File: src/rtl/uoc_pkg.sv
// ----------------------------------------------------------------------------
// uoc_pkg: shared types and constants of the uniform and order crossover
// Widths, depths and the beat formats passed between the front part, the
// item queue and the back part.
// ----------------------------------------------------------------------------
package uoc_pkg;

    localparam int MAX_POS   = 64;
    localparam int POS_W     = $clog2(MAX_POS);
    localparam int CNT_W     = POS_W + 1;
    localparam int VEH_W     = 8;
    localparam int ORD_W     = 7;
    localparam int CUT_W     = 6;
    localparam int TRUCK_W   = 8;
    localparam int Q_DEPTH   = 2;
    localparam int OQ_DEPTH  = 2;

    localparam logic [TRUCK_W-1:0] TRUCK_RESET = TRUCK_W'(1);

    // One classified input position, as queued between front and back.
    typedef struct packed {
        logic [VEH_W-1:0] vehicle;
        logic [ORD_W-1:0] order1;
        logic [ORD_W-1:0] order2;
        logic [CUT_W-1:0] cut_start;
        logic [CUT_W-1:0] cut_end;
        logic             last;
    } t_item;

    // One child position on its way out.
    typedef struct packed {
        logic [VEH_W-1:0] vehicle;
        logic [ORD_W-1:0] order;
        logic [POS_W-1:0] position;
        logic             final_pos;
    } t_result;

endpackage

File: src/rtl/uoc_front.sv
// ----------------------------------------------------------------------------
// uoc_front: input classification
// Holds the truck count register and picks the child vehicle gene of each
// incoming position by uniform crossover with the truck repair rule.
// ----------------------------------------------------------------------------
module uoc_front
    import uoc_pkg::*;
(
    input  logic               i_clk,
    input  logic               i_rst_n,
    input  logic               i_cfg_we,
    input  logic [TRUCK_W-1:0] i_cfg_wdata,
    input  logic [VEH_W-1:0]   i_parent1_vehicle,
    input  logic [VEH_W-1:0]   i_parent2_vehicle,
    input  logic [ORD_W-1:0]   i_parent1_order,
    input  logic [ORD_W-1:0]   i_parent2_order,
    input  logic               i_staff_only,
    input  logic               i_pick_second,
    input  logic [CUT_W-1:0]   i_cut_start,
    input  logic [CUT_W-1:0]   i_cut_end,
    input  logic               i_last_position,
    output t_item              o_item
);

    logic [TRUCK_W-1:0] r_truck_count;
    logic [VEH_W-1:0]   got;
    logic [VEH_W-1:0]   other;
    logic [VEH_W-1:0]   picked;

    always_ff @(posedge i_clk) begin
        if (!i_rst_n) begin
            r_truck_count <= TRUCK_RESET;
        end else if (i_cfg_we) begin
            r_truck_count <= i_cfg_wdata;
        end
    end

    // A truck-only position falls back to the other parent, then to parent one.
    always_comb begin
        got   = i_pick_second ? i_parent2_vehicle : i_parent1_vehicle;
        other = i_pick_second ? i_parent1_vehicle : i_parent2_vehicle;
        if (!i_staff_only || got <= r_truck_count) begin
            picked = got;
        end else if (other <= r_truck_count) begin
            picked = other;
        end else begin
            picked = i_parent1_vehicle;
        end
    end

    assign o_item.vehicle   = picked;
    assign o_item.order1    = i_parent1_order;
    assign o_item.order2    = i_parent2_order;
    assign o_item.cut_start = i_cut_start;
    assign o_item.cut_end   = i_cut_end;
    assign o_item.last      = i_last_position;

endmodule

File: src/rtl/uoc_queue.sv
// ----------------------------------------------------------------------------
// uoc_queue: item queue between front and back
// A short register queue so that the front keeps taking beats while the back
// part is busy.
// ----------------------------------------------------------------------------
module uoc_queue
    import uoc_pkg::*;
(
    input  logic  i_clk,
    input  logic  i_rst_n,
    input  logic  i_push,
    input  t_item i_data,
    output logic  o_full,
    input  logic  i_pop,
    output logic  o_valid,
    output t_item o_data
);

    localparam int QP_W = (Q_DEPTH > 1) ? $clog2(Q_DEPTH) : 1;

    t_item             r_mem [Q_DEPTH];
    logic [QP_W-1:0]   r_wp;
    logic [QP_W-1:0]   r_rp;
    logic [QP_W:0]     r_cnt;
    logic              do_push;
    logic              do_pop;

    assign o_full  = (r_cnt == (QP_W+1)'(Q_DEPTH));
    assign o_valid = (r_cnt != '0);
    assign o_data  = r_mem[r_rp];
    assign do_push = i_push && !o_full;
    assign do_pop  = i_pop && o_valid;

    always_ff @(posedge i_clk) begin
        if (do_push) begin
            r_mem[r_wp] <= i_data;
        end
    end

    always_ff @(posedge i_clk) begin
        if (!i_rst_n) begin
            r_wp  <= '0;
            r_rp  <= '0;
            r_cnt <= '0;
        end else begin
            if (do_push) begin
                r_wp <= (r_wp == QP_W'(Q_DEPTH - 1)) ? '0 : r_wp + 1'b1;
            end
            if (do_pop) begin
                r_rp <= (r_rp == QP_W'(Q_DEPTH - 1)) ? '0 : r_rp + 1'b1;
            end
            if (do_push && !do_pop) begin
                r_cnt <= r_cnt + 1'b1;
            end else if (do_pop && !do_push) begin
                r_cnt <= r_cnt - 1'b1;
            end
        end
    end

endmodule

File: src/rtl/uoc_back.sv
// ----------------------------------------------------------------------------
// uoc_back: chromosome stores, order crossover sequencer and result queue
// Stores each position, runs OX1 over the stores after the last position and
// streams the child out through a two-entry result queue.
// ----------------------------------------------------------------------------
module uoc_back
    import uoc_pkg::*;
(
    input  logic    i_clk,
    input  logic    i_rst_n,
    input  logic    i_q_valid,
    input  t_item   i_q_data,
    output logic    o_q_pop,
    input  logic    i_pop,
    output logic    o_empty,
    output t_result o_result
);

    localparam logic [2:0] S_LOAD = 3'd0;
    localparam logic [2:0] S_MRD  = 3'd1;
    localparam logic [2:0] S_MMK  = 3'd2;
    localparam logic [2:0] S_FRD  = 3'd3;
    localparam logic [2:0] S_FWR  = 3'd4;
    localparam logic [2:0] S_ERD  = 3'd5;
    localparam logic [2:0] S_EWR  = 3'd6;

    localparam int OP_W = (OQ_DEPTH > 1) ? $clog2(OQ_DEPTH) : 1;

    logic [VEH_W-1:0] m_veh [MAX_POS];
    logic [ORD_W-1:0] m_o1  [MAX_POS];
    logic [ORD_W-1:0] m_o2  [MAX_POS];
    logic [ORD_W-1:0] m_co  [MAX_POS];

    logic [2:0]       r_state, n_state;
    logic [CNT_W-1:0] r_loaded, n_loaded;
    logic [CNT_W-1:0] r_count, n_count;
    logic [POS_W-1:0] r_e, n_e;
    logic [POS_W-1:0] r_ptr, n_ptr;
    logic [POS_W-1:0] r_rdidx, n_rdidx;
    logic [POS_W-1:0] r_slot, n_slot;
    logic [POS_W-1:0] r_i, n_i;
    logic [MAX_POS:0] r_used, n_used;
    logic [ORD_W-1:0] r_rd1, r_rd2, r_eo;
    logic [VEH_W-1:0] r_ev;

    t_result          r_oq [OQ_DEPTH];
    logic [OP_W-1:0]  r_owp, r_orp;
    logic [OP_W:0]    r_ocnt;

    logic [CNT_W-1:0] ld_cnt;
    logic [POS_W-1:0] cm1, cs_c, ce_c, s_c, e_c;
    logic [POS_W-1:0] cnt_m1;
    logic [POS_W-1:0] e_wrap;
    logic [CNT_W-1:0] e_plus;
    logic             ld_wr;
    logic             co_we;
    logic [POS_W-1:0] co_addr;
    logic [ORD_W-1:0] co_data;
    logic             gene_used;
    logic             o_push;
    logic             o_pop;
    t_result          o_new;

    // Cut handling for the run that the last beat starts.
    always_comb begin
        ld_cnt = (r_loaded < CNT_W'(MAX_POS)) ? r_loaded + 1'b1 : CNT_W'(MAX_POS);
        cm1    = POS_W'(ld_cnt - 1'b1);
        cs_c   = (i_q_data.cut_start > cm1) ? cm1 : i_q_data.cut_start;
        ce_c   = (i_q_data.cut_end > cm1) ? cm1 : i_q_data.cut_end;
        s_c    = (cs_c > ce_c) ? ce_c : cs_c;
        e_c    = (cs_c > ce_c) ? cs_c : ce_c;
    end

    assign cnt_m1    = POS_W'(r_count - 1'b1);
    assign e_plus    = CNT_W'(r_e) + 1'b1;
    assign e_wrap    = (e_plus == r_count) ? '0 : POS_W'(e_plus);
    assign gene_used = (r_rd2 <= ORD_W'(MAX_POS)) ? r_used[r_rd2] : 1'b0;
    assign o_q_pop   = (r_state == S_LOAD) && i_q_valid;
    assign ld_wr     = o_q_pop && (r_loaded < CNT_W'(MAX_POS));

    always_comb begin
        n_state  = r_state;
        n_loaded = r_loaded;
        n_count  = r_count;
        n_e      = r_e;
        n_ptr    = r_ptr;
        n_rdidx  = r_rdidx;
        n_slot   = r_slot;
        n_i      = r_i;
        n_used   = r_used;
        co_we    = 1'b0;
        co_addr  = r_slot;
        co_data  = r_rd2;
        o_push   = 1'b0;
        case (r_state)
            S_LOAD: begin
                if (o_q_pop) begin
                    // Loading also seeds the child order with parent one.
                    if (ld_wr) begin
                        co_we    = 1'b1;
                        co_addr  = POS_W'(r_loaded);
                        co_data  = i_q_data.order1;
                        n_loaded = r_loaded + 1'b1;
                    end
                    if (i_q_data.last) begin
                        n_loaded = '0;
                        n_count  = ld_cnt;
                        n_e      = e_c;
                        n_ptr    = s_c;
                        n_used   = '0;
                        n_state  = S_MRD;
                    end
                end
            end
            S_MRD: begin
                n_state = S_MMK;
            end
            S_MMK: begin
                if (r_rd1 <= ORD_W'(MAX_POS)) begin
                    n_used[r_rd1] = 1'b1;
                end
                if (r_ptr == r_e) begin
                    n_rdidx = e_wrap;
                    n_slot  = e_wrap;
                    n_i     = '0;
                    n_state = S_FRD;
                end else begin
                    n_ptr   = r_ptr + 1'b1;
                    n_state = S_MRD;
                end
            end
            S_FRD: begin
                n_state = S_FWR;
            end
            S_FWR: begin
                if (!gene_used) begin
                    co_we  = 1'b1;
                    n_slot = (r_slot == cnt_m1) ? '0 : r_slot + 1'b1;
                end
                n_rdidx = (r_rdidx == cnt_m1) ? '0 : r_rdidx + 1'b1;
                if (r_i == cnt_m1) begin
                    n_ptr   = '0;
                    n_state = S_ERD;
                end else begin
                    n_i     = r_i + 1'b1;
                    n_state = S_FRD;
                end
            end
            S_ERD: begin
                if (r_ocnt != (OP_W+1)'(OQ_DEPTH)) begin
                    n_state = S_EWR;
                end
            end
            S_EWR: begin
                o_push = 1'b1;
                if (r_ptr == cnt_m1) begin
                    n_state = S_LOAD;
                end else begin
                    n_ptr   = r_ptr + 1'b1;
                    n_state = S_ERD;
                end
            end
            default: begin
                n_state = S_LOAD;
            end
        endcase
    end

    always_ff @(posedge i_clk) begin
        if (ld_wr) begin
            m_veh[POS_W'(r_loaded)] <= i_q_data.vehicle;
            m_o1[POS_W'(r_loaded)]  <= i_q_data.order1;
            m_o2[POS_W'(r_loaded)]  <= i_q_data.order2;
        end
        if (co_we) begin
            m_co[co_addr] <= co_data;
        end
        r_rd1 <= m_o1[r_ptr];
        r_rd2 <= m_o2[r_rdidx];
        r_ev  <= m_veh[r_ptr];
        r_eo  <= m_co[r_ptr];
    end

    always_ff @(posedge i_clk) begin
        if (!i_rst_n) begin
            r_state  <= S_LOAD;
            r_loaded <= '0;
            r_count  <= '0;
            r_used   <= '0;
        end else begin
            r_state  <= n_state;
            r_loaded <= n_loaded;
            r_count  <= n_count;
            r_used   <= n_used;
        end
    end

    always_ff @(posedge i_clk) begin
        r_e     <= n_e;
        r_ptr   <= n_ptr;
        r_rdidx <= n_rdidx;
        r_slot  <= n_slot;
        r_i     <= n_i;
    end

    // Result queue.
    assign o_new.vehicle   = r_ev;
    assign o_new.order     = r_eo;
    assign o_new.position  = r_ptr;
    assign o_new.final_pos = (r_ptr == cnt_m1);
    assign o_empty         = (r_ocnt == '0);
    assign o_pop           = i_pop && !o_empty;
    assign o_result        = r_oq[r_orp];

    always_ff @(posedge i_clk) begin
        if (o_push) begin
            r_oq[r_owp] <= o_new;
        end
    end

    always_ff @(posedge i_clk) begin
        if (!i_rst_n) begin
            r_owp  <= '0;
            r_orp  <= '0;
            r_ocnt <= '0;
        end else begin
            if (o_push) begin
                r_owp <= (r_owp == OP_W'(OQ_DEPTH - 1)) ? '0 : r_owp + 1'b1;
            end
            if (o_pop) begin
                r_orp <= (r_orp == OP_W'(OQ_DEPTH - 1)) ? '0 : r_orp + 1'b1;
            end
            if (o_push && !o_pop) begin
                r_ocnt <= r_ocnt + 1'b1;
            end else if (o_pop && !o_push) begin
                r_ocnt <= r_ocnt - 1'b1;
            end
        end
    end

    // The result queue never overflows: emission waits for room.
    a_oq_bound: assert property (@(posedge i_clk) disable iff (!i_rst_n)
        r_ocnt <= (OP_W+1)'(OQ_DEPTH))
        else $error("result queue overflow");

    // Fill indices stay inside the loaded positions.
    a_fill_idx: assert property (@(posedge i_clk) disable iff (!i_rst_n)
        (r_state == S_FWR) |-> (CNT_W'(r_slot) < r_count && CNT_W'(r_rdidx) < r_count))
        else $error("fill index beyond loaded count");

    // The last emitted position hands the block back to loading.
    a_run_end: assert property (@(posedge i_clk) disable iff (!i_rst_n)
        (r_state == S_EWR && r_ptr == cnt_m1) |=> (r_state == S_LOAD))
        else $error("run did not end after final position");

    // No new beat is taken from the queue while a run is in flight.
    a_no_pop_busy: assert property (@(posedge i_clk) disable iff (!i_rst_n)
        (r_state != S_LOAD) |-> !o_q_pop)
        else $error("queue popped during a crossover run");

endmodule

File: src/rtl/uniform_and_order_crossover.sv
// ----------------------------------------------------------------------------
// uniform_and_order_crossover: uniform crossover on vehicles, OX1 on order
// Loads two parent chromosomes one position per beat and emits the child
// chromosome one position per beat once the last position has arrived.
//
//   Channel   Handshake            Payload
//   -------   ------------------   ----------------------------------------
//   input     push / full          parent genes, staff flag, pick bit, cuts,
//                                  last-position mark
//   result    empty / pop          child vehicle, child order, position,
//                                  final-position mark
//   config    i_cfg_we             i_cfg_wdata = truck count (reset 1)
//
// Beats are taken only in the load state. The last beat starts a run
// that marks each copied-segment position (read, then mark), fills each loaded
// position from parent two (read, then write) and emits each loaded position
// (read, then write); reads go through each store's single read port.
// During a run the two-entry item queue absorbs new beats and then raises full.
// A stalled result side holds the emission sequencer; nothing is lost.
// Synchronous reset clears the load count, sequencer, queues, used marks and
// sets the truck count to one; the chromosome stores are not cleared.
// ----------------------------------------------------------------------------
module uniform_and_order_crossover
    import uoc_pkg::*;
(
    input  logic               i_clk,
    input  logic               i_rst_n,
    // Configuration
    input  logic               i_cfg_we,
    input  logic [TRUCK_W-1:0] i_cfg_wdata,
    // Input beats
    input  logic               push,
    output logic               full,
    input  logic [VEH_W-1:0]   i_parent1_vehicle,
    input  logic [VEH_W-1:0]   i_parent2_vehicle,
    input  logic [ORD_W-1:0]   i_parent1_order,
    input  logic [ORD_W-1:0]   i_parent2_order,
    input  logic               i_staff_only,
    input  logic               i_pick_second,
    input  logic [CUT_W-1:0]   i_cut_start,
    input  logic [CUT_W-1:0]   i_cut_end,
    input  logic               i_last_position,
    // Result beats
    output logic               empty,
    input  logic               pop,
    output logic [VEH_W-1:0]   o_child_vehicle,
    output logic [ORD_W-1:0]   o_child_order,
    output logic [POS_W-1:0]   o_position,
    output logic               o_final_position
);

    t_item   front_item;
    t_item   q_item;
    logic    q_valid;
    logic    q_pop;
    t_result result;

    // The front classifies every beat as it arrives; the vehicle choice needs
    // only the current truck count, so it is settled before queuing.
    uoc_front u_front (
        .i_clk             (i_clk),
        .i_rst_n           (i_rst_n),
        .i_cfg_we          (i_cfg_we),
        .i_cfg_wdata       (i_cfg_wdata),
        .i_parent1_vehicle (i_parent1_vehicle),
        .i_parent2_vehicle (i_parent2_vehicle),
        .i_parent1_order   (i_parent1_order),
        .i_parent2_order   (i_parent2_order),
        .i_staff_only      (i_staff_only),
        .i_pick_second     (i_pick_second),
        .i_cut_start       (i_cut_start),
        .i_cut_end         (i_cut_end),
        .i_last_position   (i_last_position),
        .o_item            (front_item)
    );

    // The queue decouples acceptance from the crossover run.
    uoc_queue u_queue (
        .i_clk   (i_clk),
        .i_rst_n (i_rst_n),
        .i_push  (push),
        .i_data  (front_item),
        .o_full  (full),
        .i_pop   (q_pop),
        .o_valid (q_valid),
        .o_data  (q_item)
    );

    // The back part owns the stores, the OX1 sequencer and the result queue.
    uoc_back u_back (
        .i_clk     (i_clk),
        .i_rst_n   (i_rst_n),
        .i_q_valid (q_valid),
        .i_q_data  (q_item),
        .o_q_pop   (q_pop),
        .i_pop     (pop),
        .o_empty   (empty),
        .o_result  (result)
    );

    assign o_child_vehicle  = result.vehicle;
    assign o_child_order    = result.order;
    assign o_position       = result.position;
    assign o_final_position = result.final_pos;

endmodule
File: config.mk
export PLATFORM = sky130hd
export DESIGN_NAME = uniform_and_order_crossover
export DESIGN_NICKNAME = d
export VERILOG_FILES = /design/src/rtl/uoc_pkg.sv /design/src/rtl/uoc_front.sv /design/src/rtl/uoc_queue.sv /design/src/rtl/uoc_back.sv /design/src/rtl/uniform_and_order_crossover.sv
export SDC_FILE = /design/constraint.sdc
export NUM_CORES = 2
export LEC_CHECK = 0
export BUFFER_PORTS_ARGS = -buffer_cell sky130_fd_sc_hd__buf_2
export CORE_AREA = 8 8 560 287
export DETAILED_ROUTE_END_ITERATION = 8
export DIE_AREA = 0 0 568 295
export GPL_TIMING_DRIVEN = 0
export PLACE_DENSITY = 0.76
export SLEW_MARGIN = 25
export SYNTH_ARGS = -nofsm -noshare
export SYNTH_HDL_FRONTEND = slang
export SYNTH_SLANG_ARGS = --single-unit
File: constraint.sdc
create_clock -name i_clk -period 5.4 [get_ports i_clk]
set_input_delay 0.27 -clock i_clk [delete_from_list [all_inputs] [get_ports i_clk]]
set_output_delay 0.27 -clock i_clk [all_outputs]
set_load 0.05 [all_outputs]
Word-level counts from Yosys, hierarchy flattened
Memory sizes are Yosys's and may differ from the RTL's. A register that Yosys moved wholly into a read port is not among the register bits.
Cells that the tools add are included.
Storage, ports and cells
  register bits: 128
  memories: 6
  word-level logic and storage cells: 182
  ROM bits: 0
  input port bits: 58
  output and inout port bits: 24
  bits in writable memories: 1970
  latch bits: 0
Memories
  u_back.m_veh: words 64, bits a word 8, rd ports 1, clocked after memory_dff 1, wr ports 1, RTL line uoc_back.sv:29  | logic [VEH_W-1:0] m_veh [MAX_POS];
  u_back.m_co: words 64, bits a word 7, rd ports 1, clocked after memory_dff 1, wr ports 1, RTL line uoc_back.sv:32  | logic [ORD_W-1:0] m_co [MAX_POS];
  u_back.m_o1: words 64, bits a word 7, rd ports 1, clocked after memory_dff 1, wr ports 1, RTL line uoc_back.sv:30  | logic [ORD_W-1:0] m_o1 [MAX_POS];
  u_back.m_o2: words 64, bits a word 7, rd ports 1, clocked after memory_dff 1, wr ports 1, RTL line uoc_back.sv:31  | logic [ORD_W-1:0] m_o2 [MAX_POS];
  u_queue.r_mem: words 2, bits a word 35, rd ports 1, clocked after memory_dff 1, wr ports 1, RTL line uoc_queue.sv:21  | t_item r_mem [Q_DEPTH];
  u_back.r_oq: words 2, bits a word 22, rd ports 1, clocked after memory_dff 1, wr ports 1, RTL line uoc_back.sv:46  | t_result r_oq [OQ_DEPTH];
Cells by class
  bitwise gates (word level): 1
  shift-type cells: 0
  $mul: 0
  equal/unequal tests: 24
  multiplexer cells: 73
  div/mod/pow operators: 0
  reduce and logical (&&, ||, !) cells: 35
  add/subtract/negate cells: 16
  $lt $le $gt $ge: 11
Operator list (count)
  65-bit 2-to-1 mux: 3
  65-bit case mux with 2 select lines: 1
  6-bit 2-to-1 mux: 19
  65-bit bitwise OR: 1
  7-bit 2-to-1 mux: 6
  6-bit case mux with 2 select lines: 3
  8-bit 2-to-1 mux: 4
  6-bit == test: 5
  6-bit by 1-bit adder with 6-bit output (second input constant): 4
  6-bit case mux with 4 select lines: 1
  1-bit 2-to-1 mux: 22
  3-bit case mux with 7 select lines: 1
  6-bit > comparator: 3
  8-bit less-or-equal comparator: 2
  7-bit by 8-bit less-than comparator with 1-bit output (second input constant): 2
  3-bit 2-to-1 mux: 5
  3-bit AND reduction: 5
  7-bit less-or-equal comparator (second input constant): 2
  2-bit != test (second input constant): 6
  2-bit nonzero test: 6
  6-bit by 1-bit subtractor with 6-bit output (second input constant): 2
  1-bit logical AND: 10
  2-bit 2-to-1 mux: 5
  2-bit by 1-bit != test with 1-bit output (second input constant): 5
  other kinds (23): 37

Depth between registers and ports, before layout
  depth in word-level cells: 10
  depth in mapped cells: 24

By module
A second synthesis with hierarchy kept.
Unflattened totals
  cells, all modules: 4012
  area total of the unflattened synthesis: 84119.4 um^2
By module, submodules not included
  uoc_back: area an instance 79985.5 um^2, times used 1, cells each 3700
  uoc_queue: area an instance 2760.1 um^2, times used 1, cells each 134
  uoc_front: area an instance 1373.8 um^2, times used 1, cells each 178

Least setup slack after synthesis
No wires, ideal clock.
  kind: register -> register
  from: register u_back.r_loaded[1]
  to: register u_back.r_ptr[5] (data pin)
  buffers on the path: 2
  data required time: 5135 ps
  path slack: 597 ps
  library setup time: 265 ps
  clock period less this slack: 4803 ps
  stages on the path, launching flop included: 24
  arrival time: 4538 ps
  path through: dfxtp_1 > buf_6 > and3_4 > mux2_4 > a211o_1 > a211oi_2 > inv_2 > ha_1 > and3_1 > o21ai_0 > a21boi_0 > o22ai_1 > mux2i_4 > mux2_2 > inv_1 > ha_1 > nor2b_1 > o21a_1 > o21a_1 > o21ai_0 > a21oi_1 > clkbuf_1 > a41oi_1 > o21ai_0
Between the ends
  longest elaborated chain between the ends: 10
Ends and longest elaborated chain
  from (decl): RTL line uoc_back.sv:35  | logic [CNT_W-1:0] r_loaded, n_loaded;
  from (signal assigned): RTL line uoc_back.sv:192  | r_loaded <= n_loaded;
  7-bit by 1-bit adder with 7-bit output or 7-bit less-than comparator (tied branches): RTL line uoc_back.sv:66  | ld_cnt = (r_loaded < CNT_W'(MAX_POS)) ? r_loaded + 1'b1 : CNT_W'(MAX_POS);
  7-bit 2-to-1 mux *: RTL line uoc_back.sv:66
  6-bit by 1-bit subtractor with 6-bit output *: RTL line uoc_back.sv:67  | cm1 = POS_W'(ld_cnt - 1'b1);
  6-bit > comparator (on tied branches): RTL line uoc_back.sv:68, uoc_back.sv:69
  6-bit 2-to-1 mux (on tied branches): RTL line uoc_back.sv:68, uoc_back.sv:69
  6-bit > comparator: RTL line uoc_back.sv:70  | s_c = (cs_c > ce_c) ? ce_c : cs_c;
  6-bit 2-to-1 mux *: RTL line uoc_back.sv:70
  6-bit 2-to-1 mux *: RTL line uoc_back.sv:105  | if (i_q_data.last) begin
  6-bit 2-to-1 mux *: RTL line uoc_back.sv:97  | if (o_q_pop) begin
  6-bit case mux with 4 select lines *: RTL line uoc_back.sv:95  | case (r_state)
  via u_back.n_ptr[5]: RTL line uoc_back.sv:38  | logic [POS_W-1:0] r_ptr, n_ptr;
  to (signal assigned): RTL line uoc_back.sv:200  | r_ptr <= n_ptr;
  to (decl): RTL line uoc_back.sv:38
The timed path passes the listed nets; every way through them passes the cells marked *. The select of a mux whose other input is x is not followed.
A chain may end at the register's enable or synchronous reset.

Worst setup path in the final report
Ends and elaborated chain as after synthesis.

==> metrics <==
Reg power frac 42.3%; Post-Syn Area approximately 0.083 mm²; GPL Wtd Cong roughly 0.93; Final ANT Viol Nets 0; worst reg-to-reg setup slack 170 ps; Clock Sinks between 2000 and 2500; cell family with most CP delay compound AO/OA/AOI/OAI gates; total grt overflow 0; cell total after placement 6097; top-count cell post-synth edfxtp_1; Avg WL per Cell between 30 and 40 µm; Final Hold Viols 0; P&R area growth vs syn 13.91%; fmax 0.1912 GHz; Tmin final 5229 ps; vias after detailed routing roughly 45000; area leader, netlist edfxtp_1; Critical R2R Launch u_back.r_loaded[1]; post-synth cell types 67; r2r endpoint u_back.r_ptr[5]; Die ar. roughly 0.17 mm²; multi-input logic area 0.02065 mm²; status completed; Layout Nets 4402; Worst setup EP type flip-flop; Levels on crit path 23; Layout Skew 52.37 ps; share of cells above drive strength 1 29.67%; Yosys top cell area share 71.94%; DP Area 0.08900 mm²; CP Data Required Time slightly below 6000 ps; fin cells about 6500; Max Cap Viol 0; R2R cell count 23; total power 48.66 mW; clk buf depth 4; initial DRC count 8745; switch share around 34%; Logic pwr share approximately a third; synth cell count leaders edfxtp_1 (2000), mux4_2 (615), nor2_1 (247); Chip Width 568 µm; Crit path arrival time 5760 ps; Slew headroom 21.20%; hpwl dp about 170 mm; net load switching power 16.46 mW; floorplan row count 102; Seq cells post-synth 2129; Worst Path Class, Setup reg -> reg; 1st-pass router iterations 6; largest net degree at the start of global routing 66; EDFF count, synth 2000; Total GRT Usage 28.64%; Total Wirelength approximately 240 mm; clock latency at the later pin of the worst-skew pair just over 800 ps; Core Footprint 0.1530 mm²; initial core utilization 54.56%; Worst Max-Slew Pin Slew 1179 ps; critical path cell sequence buf_6 > and3_4 > mux2_4 > a211o_4 > a211oi_4 > inv_2 > ha_4 > and3_1 > o21ai_0 > a21boi_0 > o22ai_1 > mux2i_4 > mux2_2 > inv_1 > ha_1 > nor2b_1 > o21a_1 > o21a_1 > o21ai_1 > a21oi_2 > buf_4 > a41oi_1 > o21ai_1; global-route wire length before repair 336.3 mm; Bufs and invs on worst path 4; part of the cycle the worst path needs 96.83%; sequential-to-total area share from yosys stat 75.03%; vias in the first global route 43377; io pins 82; Syn Inst Count 3913; final hold slack 48.79 ps; Util after Layout 62.14%; Setup Viol. Count Final 0; Pwr Density 511.7 mW/mm²; Worst setup SP type flip-flop; fillers 9907; Final Cell Area about 0.095 mm²; Pint around 32 mW; H-Tree Depth 4; TritonCTS buffer count 175; remaining routing DRC violations 0; Seq. cell area between 0.06 and 0.07 mm²; CTS tree built; root buffer cell clkbuf_16; crit-path max FO 10; clk slew on worst S/H paths 70 ps; Synth Warn # 0; Post-Syn Nets 4013; CP endpoint u_back.r_ptr[5]; Port-buffer cells 79; Hold Crit Class in -> reg; Post-Syn Area per Cell 21.33 µm²; Pins Over Slew Limit 0; Post-synth top flop edfxtp_1; CP max stage delay 380 ps; initial antenna violation count 17; leakage 29.98 nW; power share of the clock group 25.7%; die height 295 µm; peak supply drop 0.4523 mV; Critical path origin u_back.r_loaded[1]; Synth area leaders edfxtp_1 (72%), mux4_2 (17%), dfxtp_1 (3.1%); CP max stage cell mux2_2; critical hold path startpoint i_cfg_we; fraction of registers with async set/reset 0%; Avg Vias per Cell 6.995
worst register-to-register path, cell delays in order, from the launching register on:
cell	delay (ps)
dfxtp_1	350
buf_6	180
and3_4	250
mux2_4	360
a211o_4	310
a211oi_4	300
inv_2	130
ha_4	300
and3_1	180
o21ai_0	110
a21boi_0	170
o22ai_1	130
mux2i_4	170
mux2_2	380
inv_1	110
ha_1	250
nor2b_1	130
o21a_1	170
o21a_1	170
o21ai_1	170
a21oi_2	100
buf_4	190
a41oi_1	210
o21ai_1	140
cells by family (layout without fill, tap and decap cells):
| kind of cell | count (synthesis) | after routing | share of synthesized area [%] |
|---|---|---|---|
| compound gates | 193 | 193 | 1.439 |
| xor+xnor | 74 | 74 | 0.7854 |
| fa+ha+maj | 42 | 42 | 0.6295 |
| buf+inv | 236 | 752 | 1.165 |
| flops | 2129 | 2129 | 75.03 |
| mux | 743 | 743 | 18.26 |
| other cells | 0 | 6 | 0 |
| simple gates | 496 | 496 | 2.687 |
sequential cells by signal (all words and copies together), names as in the netlist, 2 cells and up, named ones only:
register and count:
u_back.m_veh 512, u_back.m_co 448, u_back.m_o1 448, u_back.m_o2 448
u_queue.r_mem 70, u_back.r_used 65, u_back.r_oq 44, u_back.r_ev 8
u_front.r_truck_count 8, u_back.r_count 7, u_back.r_eo 7, u_back.r_loaded 7
u_back.r_rd1 7, u_back.r_rd2 7, u_back.r_e 6, u_back.r_i 6
u_back.r_ptr 6, u_back.r_rdidx 6, u_back.r_slot 6, u_back.r_state 3
u_back.r_ocnt 2, u_queue.r_cnt 2
metal layers:
layer,up-vias,global-route usage [%],share of wire (%)
met4,14,6.933,2.8
met1,23359,41.87,37
met3,481,15.98,20
li1,16974,-,-
met5,-,0.6732,0.11
met2,4380,37.17,39
placed cells by master (no fill, tap or decap), drive strengths merged, types with 47 or more instances in the layout:
cell type,n
clkbuf,340
edfxtp,2000
mux2,77
dfxtp,129
clkinv,55
dlygate4sd3,54
buf,240
nor2,247
mux4,615
a21oi,79
mux2i,51
inv,47
nand2,102
repair_timing:
| item | CTS | global route |
|---|---|---|
| hold buffers | 54 | 0 |
| buffers inserted | 2 | 0 |
| pin swaps | 2 | 1 |
| setup endpoints to repair | 14 | 12 |
| hold endpoints to repair | 85 | 0 |
| gates resized for setup | 5 | 22 |
through the flow:
step                TNS (ps)  setup slack [ps]
floorplan                  0             597.3
global placement     -386330             -2529
detailed placement     -1463            -266.8
CTS                        0             25.63
global route          -21.87            -21.87
finish                     0             171.2
cell type report:
cell class                      instances  share of cell area, %
Sequential cell                      2129                  65.87
Buffer                                195                 0.9316
Clock buffer                          226                  4.961
Multi-Input combinational cell       1548                  21.72
Antenna cell                            6                0.01579
Timing Repair Buffer                  213                  2.982
Inverter                               40                 0.1579
Tap cell                             2028                  2.668
Clock inverter                         78                 0.6908
power by group through the flow:
stage          logic [mW]  clock network (mW)  registers [mW]
2_1_floorplan        8.27                   0            20.8
3_3_place_gp         13.7                   0            21.0
3_5_place_dp         14.4                   0            20.9
4_1_cts              14.6                12.5            20.5
5_1_grt              15.7                13.1            20.6
6_report             15.6                12.5            20.6
how the worst min path moves through the flow:
stage	endpoint	slack, ps	cells past startpoint
after CTS	u_front.r_truck_count[0]	8	3
final	u_front.r_truck_count[0]	50	3
after global routing	u_front.r_truck_count[0]	50	3
after detailed placement	u_back.r_oq[1][15]	410	0
after global placement	u_back.r_oq[1][8]	410	0
after floorplan	u_queue.r_mem[0][0]	370	0
Note: power is estimated with default switching activity, not from simulation.
